File: config.mk
export PLATFORM = sky130hd
export DESIGN_NAME = three_wire_serial_rtc_top
export DESIGN_NICKNAME = d
export VERILOG_FILES = /design/src/hdl/twsrtc_pkg.sv /design/src/hdl/twsrtc_in_stage.sv /design/src/hdl/twsrtc_core.sv /design/src/hdl/twsrtc_out_stage.sv /design/src/hdl/three_wire_serial_rtc_top.sv
export SDC_FILE = /design/constraint.sdc
export NUM_CORES = 1
export LEC_CHECK = 0
export BUFFER_PORTS_ARGS = -buffer_cell sky130_fd_sc_hd__buf_2
export CORE_MARGIN = 2
export CORE_UTILIZATION = 30
export CTS_CLUSTER_DIAMETER = 200
export DETAILED_ROUTE_END_ITERATION = 10
export PLACE_DENSITY_LB_ADDON = 0.15
export SLEW_MARGIN = 20
export SYNTH_ARGS = -nofsm -noshare
export SYNTH_HDL_FRONTEND = slang
export SYNTH_SLANG_ARGS = --single-unit
File: constraint.sdc
create_clock -name i_clk -period 6.9 [get_ports i_clk]
set_clock_uncertainty 0.15 [all_clocks]
set_input_delay 1.035 -clock i_clk [delete_from_list [all_inputs] [get_ports i_clk]]
set_output_delay 1.035 -clock i_clk [all_outputs]
set_load 0.02 [all_outputs]
File: src/hdl/twsrtc_pkg.sv
// shared types, codes and a helper function for the three-wire serial rtc interface
`default_nettype none
package twsrtc_pkg;

    localparam int IN_TDATA_W  = 72;
    localparam int OUT_TDATA_W = 16;
    localparam int ITEM_W      = 68;

    localparam logic [7:0] LATCH_MASK    = 8'hF8;
    localparam logic [3:0] CMD_NIBBLE_LS = 4'h6;
    localparam logic [7:0] GBA_CTL_WR    = 8'h6A;
    localparam logic [7:0] NDS_CTL_WR    = 8'h0E;
    localparam logic [7:0] NDS_RESET_BIT = 8'h01;
    localparam logic [3:0] DIR_MASK      = 4'hF;
    localparam logic [6:0] BIT_COUNT_MAX = 7'd64;
    localparam logic [6:0] SNAP_BIT      = 7'd8;
    localparam logic [3:0] SNAP_LAST     = 4'd6;

    // bus access codes
    typedef enum logic [2:0] {
        CMD_PORT_WR = 3'd0,
        CMD_PORT_RD = 3'd1,
        CMD_GP_WR   = 3'd2,
        CMD_GP_DIR  = 3'd3,
        CMD_GP_RD   = 3'd4
    } t_cmd;

    // register indexes in the serial command byte
    localparam logic [2:0] REG_NDS_CTL  = 3'd0;
    localparam logic [2:0] REG_GBA_RST  = 3'd0;
    localparam logic [2:0] REG_GBA_CTL  = 3'd1;
    localparam logic [2:0] REG_DATETIME = 3'd2;
    localparam logic [2:0] REG_TIME     = 3'd3;

    // snapshot byte positions
    localparam logic [2:0] SNAP_YEAR   = 3'd0;
    localparam logic [2:0] SNAP_MONTH  = 3'd1;
    localparam logic [2:0] SNAP_DAY    = 3'd2;
    localparam logic [2:0] SNAP_WDAY   = 3'd3;
    localparam logic [2:0] SNAP_HOUR   = 3'd4;
    localparam logic [2:0] SNAP_MINUTE = 3'd5;
    localparam logic [2:0] SNAP_SECOND = 3'd6;

    typedef struct packed {
        logic [5:0]  second;
        logic [5:0]  minute;
        logic [4:0]  hour;
        logic [4:0]  day;
        logic [3:0]  month;
        logic [6:0]  year;
        logic [15:0] mask;
        logic [15:0] data;
        logic [2:0]  cmd;
    } t_item;

    typedef struct packed {
        logic       sio_line;
        logic       sck_line;
        logic       cs_line;
        logic [7:0] read_data;
    } t_result;

    // binary to bcd for values below 100, tens by reciprocal multiply
    function automatic logic [7:0] to_bcd(input logic [6:0] v);
        logic [14:0] p;
        logic [3:0]  tens;
        logic [6:0]  ones;
        begin
            p    = 15'(v) * 15'd205;
            tens = p[14:11];
            ones = v - 7'(7'(tens) * 7'd10);
            return {tens, ones[3:0]};
        end
    endfunction

endpackage
`default_nettype wire

File: src/hdl/twsrtc_in_stage.sv
// input register: unpacks and holds one bus access transaction
`default_nettype none
module twsrtc_in_stage
    import twsrtc_pkg::*;
(
    input  wire logic                  i_clk,
    input  wire logic                  i_rst_n,
    input  wire logic                  i_valid,
    input  wire logic [IN_TDATA_W-1:0] i_data,   // cmd, data, mask, year, month, day, hour,
                                                 // minute, second, zero pad
    output logic                       o_ready,
    input  wire logic                  i_take,
    output logic                       o_item_valid,
    output t_item                      o_item
);

    logic  r_valid;
    t_item r_item;

    assign o_ready      = !r_valid || i_take;
    assign o_item_valid = r_valid;
    assign o_item       = r_item;

    always_ff @(posedge i_clk) begin
        if (!i_rst_n) begin
            r_valid <= 1'b0;
        end else if (o_ready) begin
            r_valid <= i_valid;
        end
    end

    always_ff @(posedge i_clk) begin
        if (o_ready && i_valid) begin
            r_item <= t_item'(i_data[ITEM_W-1:0]);
        end
    end

endmodule
`default_nettype wire

File: src/hdl/twsrtc_core.sv
// serial clock chip state and the per-access update of lines, command and registers
`default_nettype none
module twsrtc_core
    import twsrtc_pkg::*;
(
    input  wire logic i_clk,
    input  wire logic i_rst_n,
    input  wire logic i_cfg_wr_en,
    input  wire logic i_cfg_wr_data,
    input  wire logic i_fire,
    input  t_item     i_item,
    output t_result   o_result
);

    logic       r_gba;
    logic [7:0] r_cb;
    logic [6:0] r_bc;
    logic [7:0] r_ctl;
    logic [7:0] r_latch;
    logic [3:0] r_dir;
    logic       r_cs, r_sck, r_sio;
    logic [7:0] r_snap [0:6];

    logic [7:0] n_cb;
    logic [6:0] n_bc;
    logic [7:0] n_ctl;
    logic [7:0] n_latch;
    logic [3:0] n_dir;
    logic       n_cs, n_sck, n_sio;
    logic       n_snap_we;
    logic [7:0] n_snap [0:6];

    logic       drive;
    logic       d_cs, d_sck, d_sio;
    logic       sio_out;
    logic       clr;
    logic [7:0] rd;
    logic [7:0] cb_tmp;
    logic [7:0] cb_rev;
    logic [2:0] idx;
    logic [2:0] pos;
    logic [3:0] byte_no;
    logic [3:0] sel;
    logic [7:0] pos_bit;
    logic [6:0] bc_base;
    logic [6:0] year_m;
    logic [4:0] hour_m;
    logic       pm;
    logic       h24;

    // fresh snapshot from the time inputs
    always_comb begin
        year_m = (i_item.year >= 7'd100) ? (i_item.year - 7'd100) : i_item.year;
        pm     = (i_item.hour >= 5'd12);
        h24    = r_gba ? r_ctl[6] : r_ctl[1];
        hour_m = i_item.hour;
        if (!h24) begin
            if (i_item.hour >= 5'd24) begin
                hour_m = i_item.hour - 5'd24;
            end else if (i_item.hour >= 5'd12) begin
                hour_m = i_item.hour - 5'd12;
            end
        end
        n_snap[SNAP_YEAR]   = to_bcd(year_m);
        n_snap[SNAP_MONTH]  = to_bcd({3'd0, i_item.month});
        n_snap[SNAP_DAY]    = to_bcd({2'd0, i_item.day});
        n_snap[SNAP_WDAY]   = 8'h00;
        n_snap[SNAP_HOUR]   = to_bcd({2'd0, hour_m});
        n_snap[SNAP_MINUTE] = to_bcd({1'b0, i_item.minute});
        n_snap[SNAP_SECOND] = to_bcd({1'b0, i_item.second});
        if (pm) begin
            if (r_gba) begin
                n_snap[SNAP_HOUR][7] = 1'b1;
            end else begin
                n_snap[SNAP_HOUR][6] = 1'b1;
            end
        end
    end

    always_comb begin
        n_cb      = r_cb;
        n_bc      = r_bc;
        n_ctl     = r_ctl;
        n_latch   = r_latch;
        n_dir     = r_dir;
        n_cs      = r_cs;
        n_sck     = r_sck;
        n_sio     = r_sio;
        n_snap_we = 1'b0;
        drive     = 1'b0;
        d_cs      = r_cs;
        d_sck     = r_sck;
        d_sio     = r_sio;
        sio_out   = 1'b0;
        clr       = 1'b0;
        rd        = 8'h00;
        cb_tmp    = 8'h00;
        cb_rev    = 8'h00;
        sel       = 4'd0;
        bc_base   = 7'd0;
        idx       = r_cb[3:1];
        pos       = r_bc[2:0];
        byte_no   = r_bc[6:3];
        pos_bit   = 8'(1) << pos;

        case (i_item.cmd)
            CMD_PORT_WR: begin
                n_latch = i_item.data[7:0] & LATCH_MASK;
                d_cs    = n_latch[6] ? i_item.data[2] : r_cs;
                d_sck   = n_latch[5] ? ~i_item.data[1] : r_sck;
                d_sio   = n_latch[4] ? i_item.data[0] : r_sio;
                drive   = 1'b1;
            end
            CMD_PORT_RD: begin
                rd = {r_latch[7:3], r_cs, r_latch[5] ? 1'b0 : r_sck,
                      r_latch[4] ? 1'b0 : r_sio};
            end
            CMD_GP_WR: begin
                if (|i_item.mask[7:0]) begin
                    d_cs  = r_dir[2] ? i_item.data[2] : r_cs;
                    d_sio = r_dir[1] ? i_item.data[1] : r_sio;
                    d_sck = r_dir[0] ? i_item.data[0] : r_sck;
                    drive = 1'b1;
                end
            end
            CMD_GP_DIR: begin
                n_dir = ((r_dir & ~i_item.mask[3:0]) | (i_item.data[3:0] & i_item.mask[3:0]))
                        & DIR_MASK;
            end
            CMD_GP_RD: begin
                rd = {5'd0, r_dir[2] ? 1'b0 : r_cs, r_dir[1] ? 1'b0 : r_sio,
                      r_dir[0] ? 1'b0 : r_sck};
            end
            default: begin
            end
        endcase

        if (drive) begin
            sio_out = d_sio;
            if (d_cs) begin
                if (!r_sck && d_sck) begin
                    if (r_bc < SNAP_BIT) begin
                        // command bits arrive msb first
                        cb_tmp = r_cb | (8'(d_sio) << (3'd7 - pos));
                        for (int i = 0; i < 8; i++) begin
                            cb_rev[i] = cb_tmp[7-i];
                        end
                        if (pos == 3'd7 && cb_tmp[7:4] != CMD_NIBBLE_LS) begin
                            n_cb = cb_rev;
                        end else begin
                            n_cb = cb_tmp;
                        end
                    end else if (r_cb[0]) begin
                        if (r_gba && idx == REG_GBA_RST) begin
                            clr     = 1'b1;
                            sio_out = 1'b0;
                        end else if ((r_gba && idx == REG_GBA_CTL)
                                     || (!r_gba && idx == REG_NDS_CTL)) begin
                            sio_out = r_ctl[pos];
                        end else if (idx == REG_DATETIME || idx == REG_TIME) begin
                            n_snap_we = (r_bc == SNAP_BIT);
                            sel = (idx == REG_DATETIME) ? (byte_no - 4'd1) : (byte_no + 4'd3);
                            if (sel > SNAP_LAST) begin
                                sio_out = 1'b0;
                            end else if (n_snap_we) begin
                                sio_out = n_snap[sel[2:0]][pos];
                            end else begin
                                sio_out = r_snap[sel[2:0]][pos];
                            end
                        end else begin
                            sio_out = 1'b0;
                        end
                    end else begin
                        if (r_gba) begin
                            if (idx == REG_GBA_CTL && |(pos_bit & GBA_CTL_WR)) begin
                                n_ctl[pos] = d_sio;
                            end
                        end else if (idx == REG_NDS_CTL) begin
                            if (|(pos_bit & NDS_RESET_BIT) && d_sio) begin
                                clr = 1'b1;
                            end else if (|(pos_bit & NDS_CTL_WR)) begin
                                n_ctl[pos] = d_sio;
                            end
                        end
                    end
                    // status reset still lets the current bit complete
                    bc_base = clr ? 7'd0 : r_bc;
                    n_bc    = (bc_base < BIT_COUNT_MAX) ? (bc_base + 7'd1) : bc_base;
                    if (clr) begin
                        n_cb    = 8'h00;
                        n_ctl   = 8'h00;
                        n_latch = 8'h00;
                        n_dir   = 4'h0;
                    end
                end
            end else begin
                n_bc = 7'd0;
                n_cb = 8'h00;
            end
            n_cs  = d_cs;
            n_sck = d_sck;
            n_sio = sio_out;
        end
    end

    always_ff @(posedge i_clk) begin
        if (!i_rst_n) begin
            r_gba <= 1'b0;
        end else if (i_cfg_wr_en) begin
            r_gba <= i_cfg_wr_data;
        end
    end

    always_ff @(posedge i_clk) begin
        if (!i_rst_n) begin
            r_cb    <= 8'h00;
            r_bc    <= 7'd0;
            r_ctl   <= 8'h00;
            r_latch <= 8'h00;
            r_dir   <= 4'h0;
            r_cs    <= 1'b0;
            r_sck   <= 1'b0;
            r_sio   <= 1'b0;
            for (int i = 0; i < 7; i++) begin
                r_snap[i] <= 8'h00;
            end
        end else if (i_fire) begin
            r_cb    <= n_cb;
            r_bc    <= n_bc;
            r_ctl   <= n_ctl;
            r_latch <= n_latch;
            r_dir   <= n_dir;
            r_cs    <= n_cs;
            r_sck   <= n_sck;
            r_sio   <= n_sio;
            if (n_snap_we) begin
                for (int i = 0; i < 7; i++) begin
                    r_snap[i] <= n_snap[i];
                end
            end
        end
    end

    assign o_result.read_data = rd;
    assign o_result.cs_line   = n_cs;
    assign o_result.sck_line  = n_sck;
    assign o_result.sio_line  = n_sio;

    a_bc_sat: assert property (@(posedge i_clk) disable iff (!i_rst_n)
        r_bc <= BIT_COUNT_MAX)
        else $error("bit count above saturation");

    a_cs_low_idle: assert property (@(posedge i_clk) disable iff (!i_rst_n)
        !r_cs |-> (r_bc == 7'd0 && r_cb == 8'h00))
        else $error("serial state not cleared while cs low");

    a_bc_hold: assert property (@(posedge i_clk) disable iff (!i_rst_n)
        !i_fire |=> $stable(r_bc) && $stable(r_cb) && $stable(r_ctl))
        else $error("chip state moved without a transaction");

    a_bc_step: assert property (@(posedge i_clk) disable iff (!i_rst_n)
        i_fire |=> (r_bc == $past(r_bc) || r_bc == 7'($past(r_bc) + 7'd1) || r_bc <= 7'd1))
        else $error("bit count jumped");

endmodule
`default_nettype wire

File: src/hdl/twsrtc_out_stage.sv
// result register between the update logic and the output stream
`default_nettype none
module twsrtc_out_stage
    import twsrtc_pkg::*;
(
    input  wire logic                   i_clk,
    input  wire logic                   i_rst_n,
    input  wire logic                   i_load,
    input  t_result                     i_result,
    output logic                        o_can_load,
    output logic                        o_valid,
    input  wire logic                   i_ready,
    output logic [OUT_TDATA_W-1:0]      o_data    // read_data, cs_line, sck_line, sio_line,
                                                  // zero pad
);

    logic    r_valid;
    t_result r_result;

    assign o_can_load = !r_valid || i_ready;
    assign o_valid    = r_valid;
    assign o_data     = OUT_TDATA_W'(r_result);

    always_ff @(posedge i_clk) begin
        if (!i_rst_n) begin
            r_valid <= 1'b0;
        end else if (o_can_load) begin
            r_valid <= i_load;
        end
    end

    always_ff @(posedge i_clk) begin
        if (i_load) begin
            r_result <= i_result;
        end
    end

endmodule
`default_nettype wire

File: src/hdl/three_wire_serial_rtc_top.sv
// flow: an accepted access is held in the input register, then its result in the result register
// throughput: one access per cycle while the output stream does not stall; the chip state updates
// in a single pass between the input register and the result register
// reset: synchronous active-low, clears all chip state, the snapshot and gba_mode
// the result register may stall while the input register keeps one more access
`default_nettype none
module three_wire_serial_rtc_top
    import twsrtc_pkg::*;
(
    input  wire logic                   i_clk,
    input  wire logic                   i_rst_n,
    input  wire logic                   i_cfg_wr_en,
    input  wire logic                   i_cfg_wr_data,   // gba_mode
    input  wire logic                   i_s_axis_tvalid,
    output logic                        o_s_axis_tready,
    input  wire logic [IN_TDATA_W-1:0]  i_s_axis_tdata,  // cmd, data, mask, year, month, day,
                                                         // hour, minute, second, zero pad
    output logic                        o_m_axis_tvalid,
    input  wire logic                   i_m_axis_tready,
    output logic [OUT_TDATA_W-1:0]      o_m_axis_tdata   // read_data, cs_line, sck_line,
                                                         // sio_line, zero pad
);

    t_item   item;
    logic    item_valid;
    logic    can_load;
    logic    fire;
    t_result result;

    assign fire = item_valid && can_load;

    twsrtc_in_stage u_in (
        .i_clk        (i_clk),
        .i_rst_n      (i_rst_n),
        .i_valid      (i_s_axis_tvalid),
        .i_data       (i_s_axis_tdata),
        .o_ready      (o_s_axis_tready),
        .i_take       (fire),
        .o_item_valid (item_valid),
        .o_item       (item)
    );

    twsrtc_core u_core (
        .i_clk         (i_clk),
        .i_rst_n       (i_rst_n),
        .i_cfg_wr_en   (i_cfg_wr_en),
        .i_cfg_wr_data (i_cfg_wr_data),
        .i_fire        (fire),
        .i_item        (item),
        .o_result      (result)
    );

    twsrtc_out_stage u_out (
        .i_clk      (i_clk),
        .i_rst_n    (i_rst_n),
        .i_load     (fire),
        .i_result   (result),
        .o_can_load (can_load),
        .o_valid    (o_m_axis_tvalid),
        .i_ready    (i_m_axis_tready),
        .o_data     (o_m_axis_tdata)
    );

endmodule
`default_nettype wire
==> results.sh <==
export IMPL_status="finished clean"
export IMPL_drv_slew=0
export IMPL_path_cells="mux2_2 -> or4_1 -> nand2_1 -> ha_1 -> ha_1 -> inv_1 -> fa_1 -> inv_1 -> ha_1 -> a21o_1 -> a211oi_1 -> nor2b_1 -> nor3b_1 -> o22ai_1 -> xnor2_1 -> ha_1 -> inv_1 -> fa_1 -> xnor2_1 -> xnor3_1 -> and2_1"
export IMPL_dp_hpwl_mm=18.0
export IMPL_grt_antenna_before_repair=0
export IMPL_start_util_pct=30.3
export IMPL_yosys_top_cells_area="edfxtp_1 30%, ha_1 18%, dfxtp_1 7.1%, fa_1 5.6%, inv_1 3.9%"
export IMPL_synth_fa_ha_area_share_pct=23.7
export IMPL_crit_buf_inv=3
export IMPL_rsz0062_at_grt="no"
export IMPL_layout_nets=1320
export IMPL_synth_top_family_by_area="adder cells"
export IMPL_cp_arrival_ns=5.88
export IMPL_cpMostUsedCell="ha_1"
export IMPL_ant_nets=0
export IMPL_synthMuxAreaShare_pct=3.59
export IMPL_final_setup_tns_ns=0
export IMPL_switching_share_pct=28.9
export IMPL_cap_violations=0
export IMPL_slowest_stage="dfxtp_1"
export IMPL_rows=68
export IMPL_num_antenna_cells=0
export IMPL_finalHoldViolCount=0
export IMPL_core_um2=34500
export IMPL_ff_latch_area_um2=3860
export IMPL_cp_end_kind="flip-flop"
export IMPL_grt_total_usage_pct=13.8
export IMPL_cts_repair_resized=0
export IMPL_synthFlopType="edfxtp_1"
export IMPL_die_area_um2=36400
export IMPL_internal_power_mw=1.88
export IMPL_htree_levels=4
export IMPL_yosys_register_bits=141
export IMPL_path_delay_family="adder cells"
export IMPL_relSlewSlack_pct=34.5
export IMPL_die_height_um=191
export IMPL_yosys_area_top_type="edfxtp_1"
export IMPL_ir_drop_mv=0.179
export IMPL_min_path_cells=2
export IMPL_grt_overflow=0
export IMPL_synth_edf_count=104
export IMPL_gp_congestion=0.789
export IMPL_finalSetupViolCount=0
export IMPL_synth_simple_area_share_pct=13.6
export IMPL_multi_input_area_um2=6020
export IMPL_cpPeakStageDelay_ns=0.68
export IMPL_grt_max_degree=53
export IMPL_clkLatencyLatePin_ns=0.45
export IMPL_fmax_mhz=171
export IMPL_yosysWarnings=0
export IMPL_drt_initial_drc_count=399
export IMPL_netlist_area_um2=10500
export IMPL_synth_top_area_share_pct=29.9
export IMPL_route_detailed_drc=0
export IMPL_crit_path_start_kind="flip-flop"
export IMPL_fin_util_pct=34.5
export IMPL_combPwrFrac_pct=24.5
export IMPL_boundaryPins=96
export IMPL_ys_seq_area_share_pct=37.0
export IMPL_synthToLayoutAreaGrowth_pct=13.7
export IMPL_drt_pass1_iter_count=4
export IMPL_syn_inst=999
export IMPL_avgRoutedWirePerCell_um=15.5
export IMPL_finalCritPeriodShare_pct=84.6
export IMPL_die_x_um=191
export IMPL_powerDensity_nw_per_um2=222
export IMPL_synthArstFlopShare_pct=0
export IMPL_cts_setup_buffers=0
export IMPL_worst_pin_slew_ns=0.982
export IMPL_cts_buffers=17
export IMPL_synthTopCellsByCount="152 x ha_1, 110 x inv_1, 104 x edfxtp_1, 82 x nor2_1, 48 x a21oi_1"
export IMPL_p_leak_nw=5.03
export IMPL_ys_types=89
export IMPL_cts_sinks=141
export IMPL_hp_class="flip-flop to flip-flop"
export IMPL_critical_path_class="flip-flop to flip-flop"
export IMPL_routed_top_layer="met4"
export IMPL_met3_length_um=760
export IMPL_dr_wl_met2_mm=11.4
export IMPL_grt_pass1_vias=7423
export IMPL_p_switching_mw=0.765
export IMPL_min_period_ns=5.84
export IMPL_grt_pass1_wl_mm=39.1
export IMPL_vias_per_cell=4.83
export IMPL_root_buffer="clkbuf_16"
export IMPL_crit_path_max_fanout=11
export IMPL_cts_hold_buf=0
export IMPL_r2r_end="u_core.r_snap[4][3]"
export IMPL_routed_wl_mm=23.8
export IMPL_cts_buffer_depth=2
export IMPL_drive_gt1_share_pct=14.0
export IMPL_crit_required_ns=6.94
export IMPL_postPlaceCellArea_um2=11300
export IMPL_yosysMostFrequentCell="ha_1"
export IMPL_finalInstanceArea_um2=11900
export IMPL_hold_end="u_core.r_ctl[0]"
export IMPL_synth_compound_area_share_pct=12.9
export IMPL_worstRegToRegCells=21
export IMPL_timing_rr_start="u_core.r_gba"
export IMPL_drt_met1_wl_mm=11.3
export IMPL_crit_start="u_core.r_gba"
export IMPL_fill_cells=3528
export IMPL_hold_path_startpoint="u_core.r_ctl[0]"
export IMPL_num_vias=7389
export IMPL_clkPwrFrac_pct=38.0
export IMPL_syn_avg_cell_area_um2=10.5
export IMPL_synth_xor_area_share_pct=3.55
export IMPL_io_buffers=70
export IMPL_p_seq_share_pct=37.5
export IMPL_r2r_slack_ns=1.06
export IMPL_cts_clk_slew_worst_paths_ns=0.06
export IMPL_cts_tree="done"
[cells by family after synthesis]
logic type / after synthesis
and+or+nand+nor: 273
AOI/OAI and AO/OA: 190
adders and majority gates: 181
buffers and inverters: 148
DFF: 141
xor gates and xnor gates: 36
muxes: 29
other: 1
[flip-flops by register name, indices dropped and copies added (netlist names)]
signal,flops
u_in.o_item,52
u_core.r_snap,41
u_out.o_data,11
u_core.r_cb,8
u_core.r_ctl,8
u_core.r_bc,7
u_core.r_latch,5
u_core.r_dir,3
u_core.r_cs,1
u_core.r_gba,1
u_core.r_sck,1
u_core.r_sio,1
u_in.o_item_valid,1
u_out.o_valid,1
[routing by layer]
| layer | vias to the layer above | track usage (%) |
|---|---|---|
| met2 | 108 | 22.6 |
| met5 | - | 0 |
| met3 | 19 | 2.56 |
| met1 | 3536 | 18.5 |
| met4 | 0 | 3.85 |
| li1 | 3726 | - |
[how the worst max path moves through the flow]
stage	slack, ns	cells after the start	to
2_1_floorplan	1.37	21	u_core.r_snap[0][3]
3_3_place_gp	1.09	21	u_core.r_snap[4][3]
3_5_place_dp	1.06	21	u_core.r_snap[4][3]
4_1_cts	1.02	21	u_core.r_snap[4][3]
5_1_grt	0.57	23	u_core.r_snap[0][3]
6_report	1.06	21	u_core.r_snap[4][3]
[worst register-to-register path, stage by stage, from the launching register on]
cell and delay (ns):
dfxtp_1 0.68, mux2_2 0.49, or4_1 0.56, nand2_1 0.20
ha_1 0.19, ha_1 0.18, inv_1 0.06, fa_1 0.51
inv_1 0.04, ha_1 0.20, a21o_1 0.16, a211oi_1 0.30
nor2b_1 0.19, nor3b_1 0.07, o22ai_1 0.26, xnor2_1 0.18
ha_1 0.17, inv_1 0.05, fa_1 0.37, xnor2_1 0.21
xnor3_1 0.22, and2_1 0.16
[area by class of cell]
type / instances / share of cell area (%)
clock buffer: 20 / 3.76
clock inverter: 12 / 1.56
inverter: 113 / 3.57
multi-input combinational: 714 / 50.6
sequential: 141 / 32.5
tap: 455 / 4.79
timing repair buffer: 74 / 3.20
[power groups by stage]
| stage | Combinational (mW) | Sequential [mW] | Clock [mW] |
|---|---|---|---|
| finish | 0.649 | 0.991 | 1.01 |
| global placement | 0.653 | 1.01 | 0 |
| floorplan | 0.506 | 0.997 | 0 |
| global route | 0.770 | 0.996 | 1.07 |
| CTS | 0.667 | 0.992 | 1.04 |
| detailed placement | 0.658 | 1.01 | 0 |
[placed cells by master (no fill, tap or decap), types with 11 or more instances in the layout]
cell / synthesis / final
inv_1: 110 / 110
edfxtp_1: 104 / 104
o21ai_0: 25 / 25
fa_1: 29 / 29
clkbuf_16: 0 / 17
ha_1: 152 / 152
nand4_1: 11 / 11
mux2i_1: 15 / 15
dfxtp_1: 37 / 37
nor2_1: 82 / 82
nor3_1: 14 / 14
and2_1: 22 / 21
xnor2_1: 21 / 21
nand3_1: 31 / 31
nand2_1: 45 / 45
buf_2: 11 / 70
a21oi_1: 48 / 48
[metrics by stage]
stage	setup WS, ns	hold slack, ns	cells	total power, mW
2_1_floorplan	1.37	0.255	1003	1.50
3_3_place_gp	1.09	0.268	1497	1.66
3_5_place_dp	1.06	0.268	1497	1.67
4_1_cts	1.02	0.278	1529	2.70
5_1_grt	0.569	0.305	1529	2.84
6_report	1.06	0.277	1529	2.64
(Power assumes the default switching activity.)
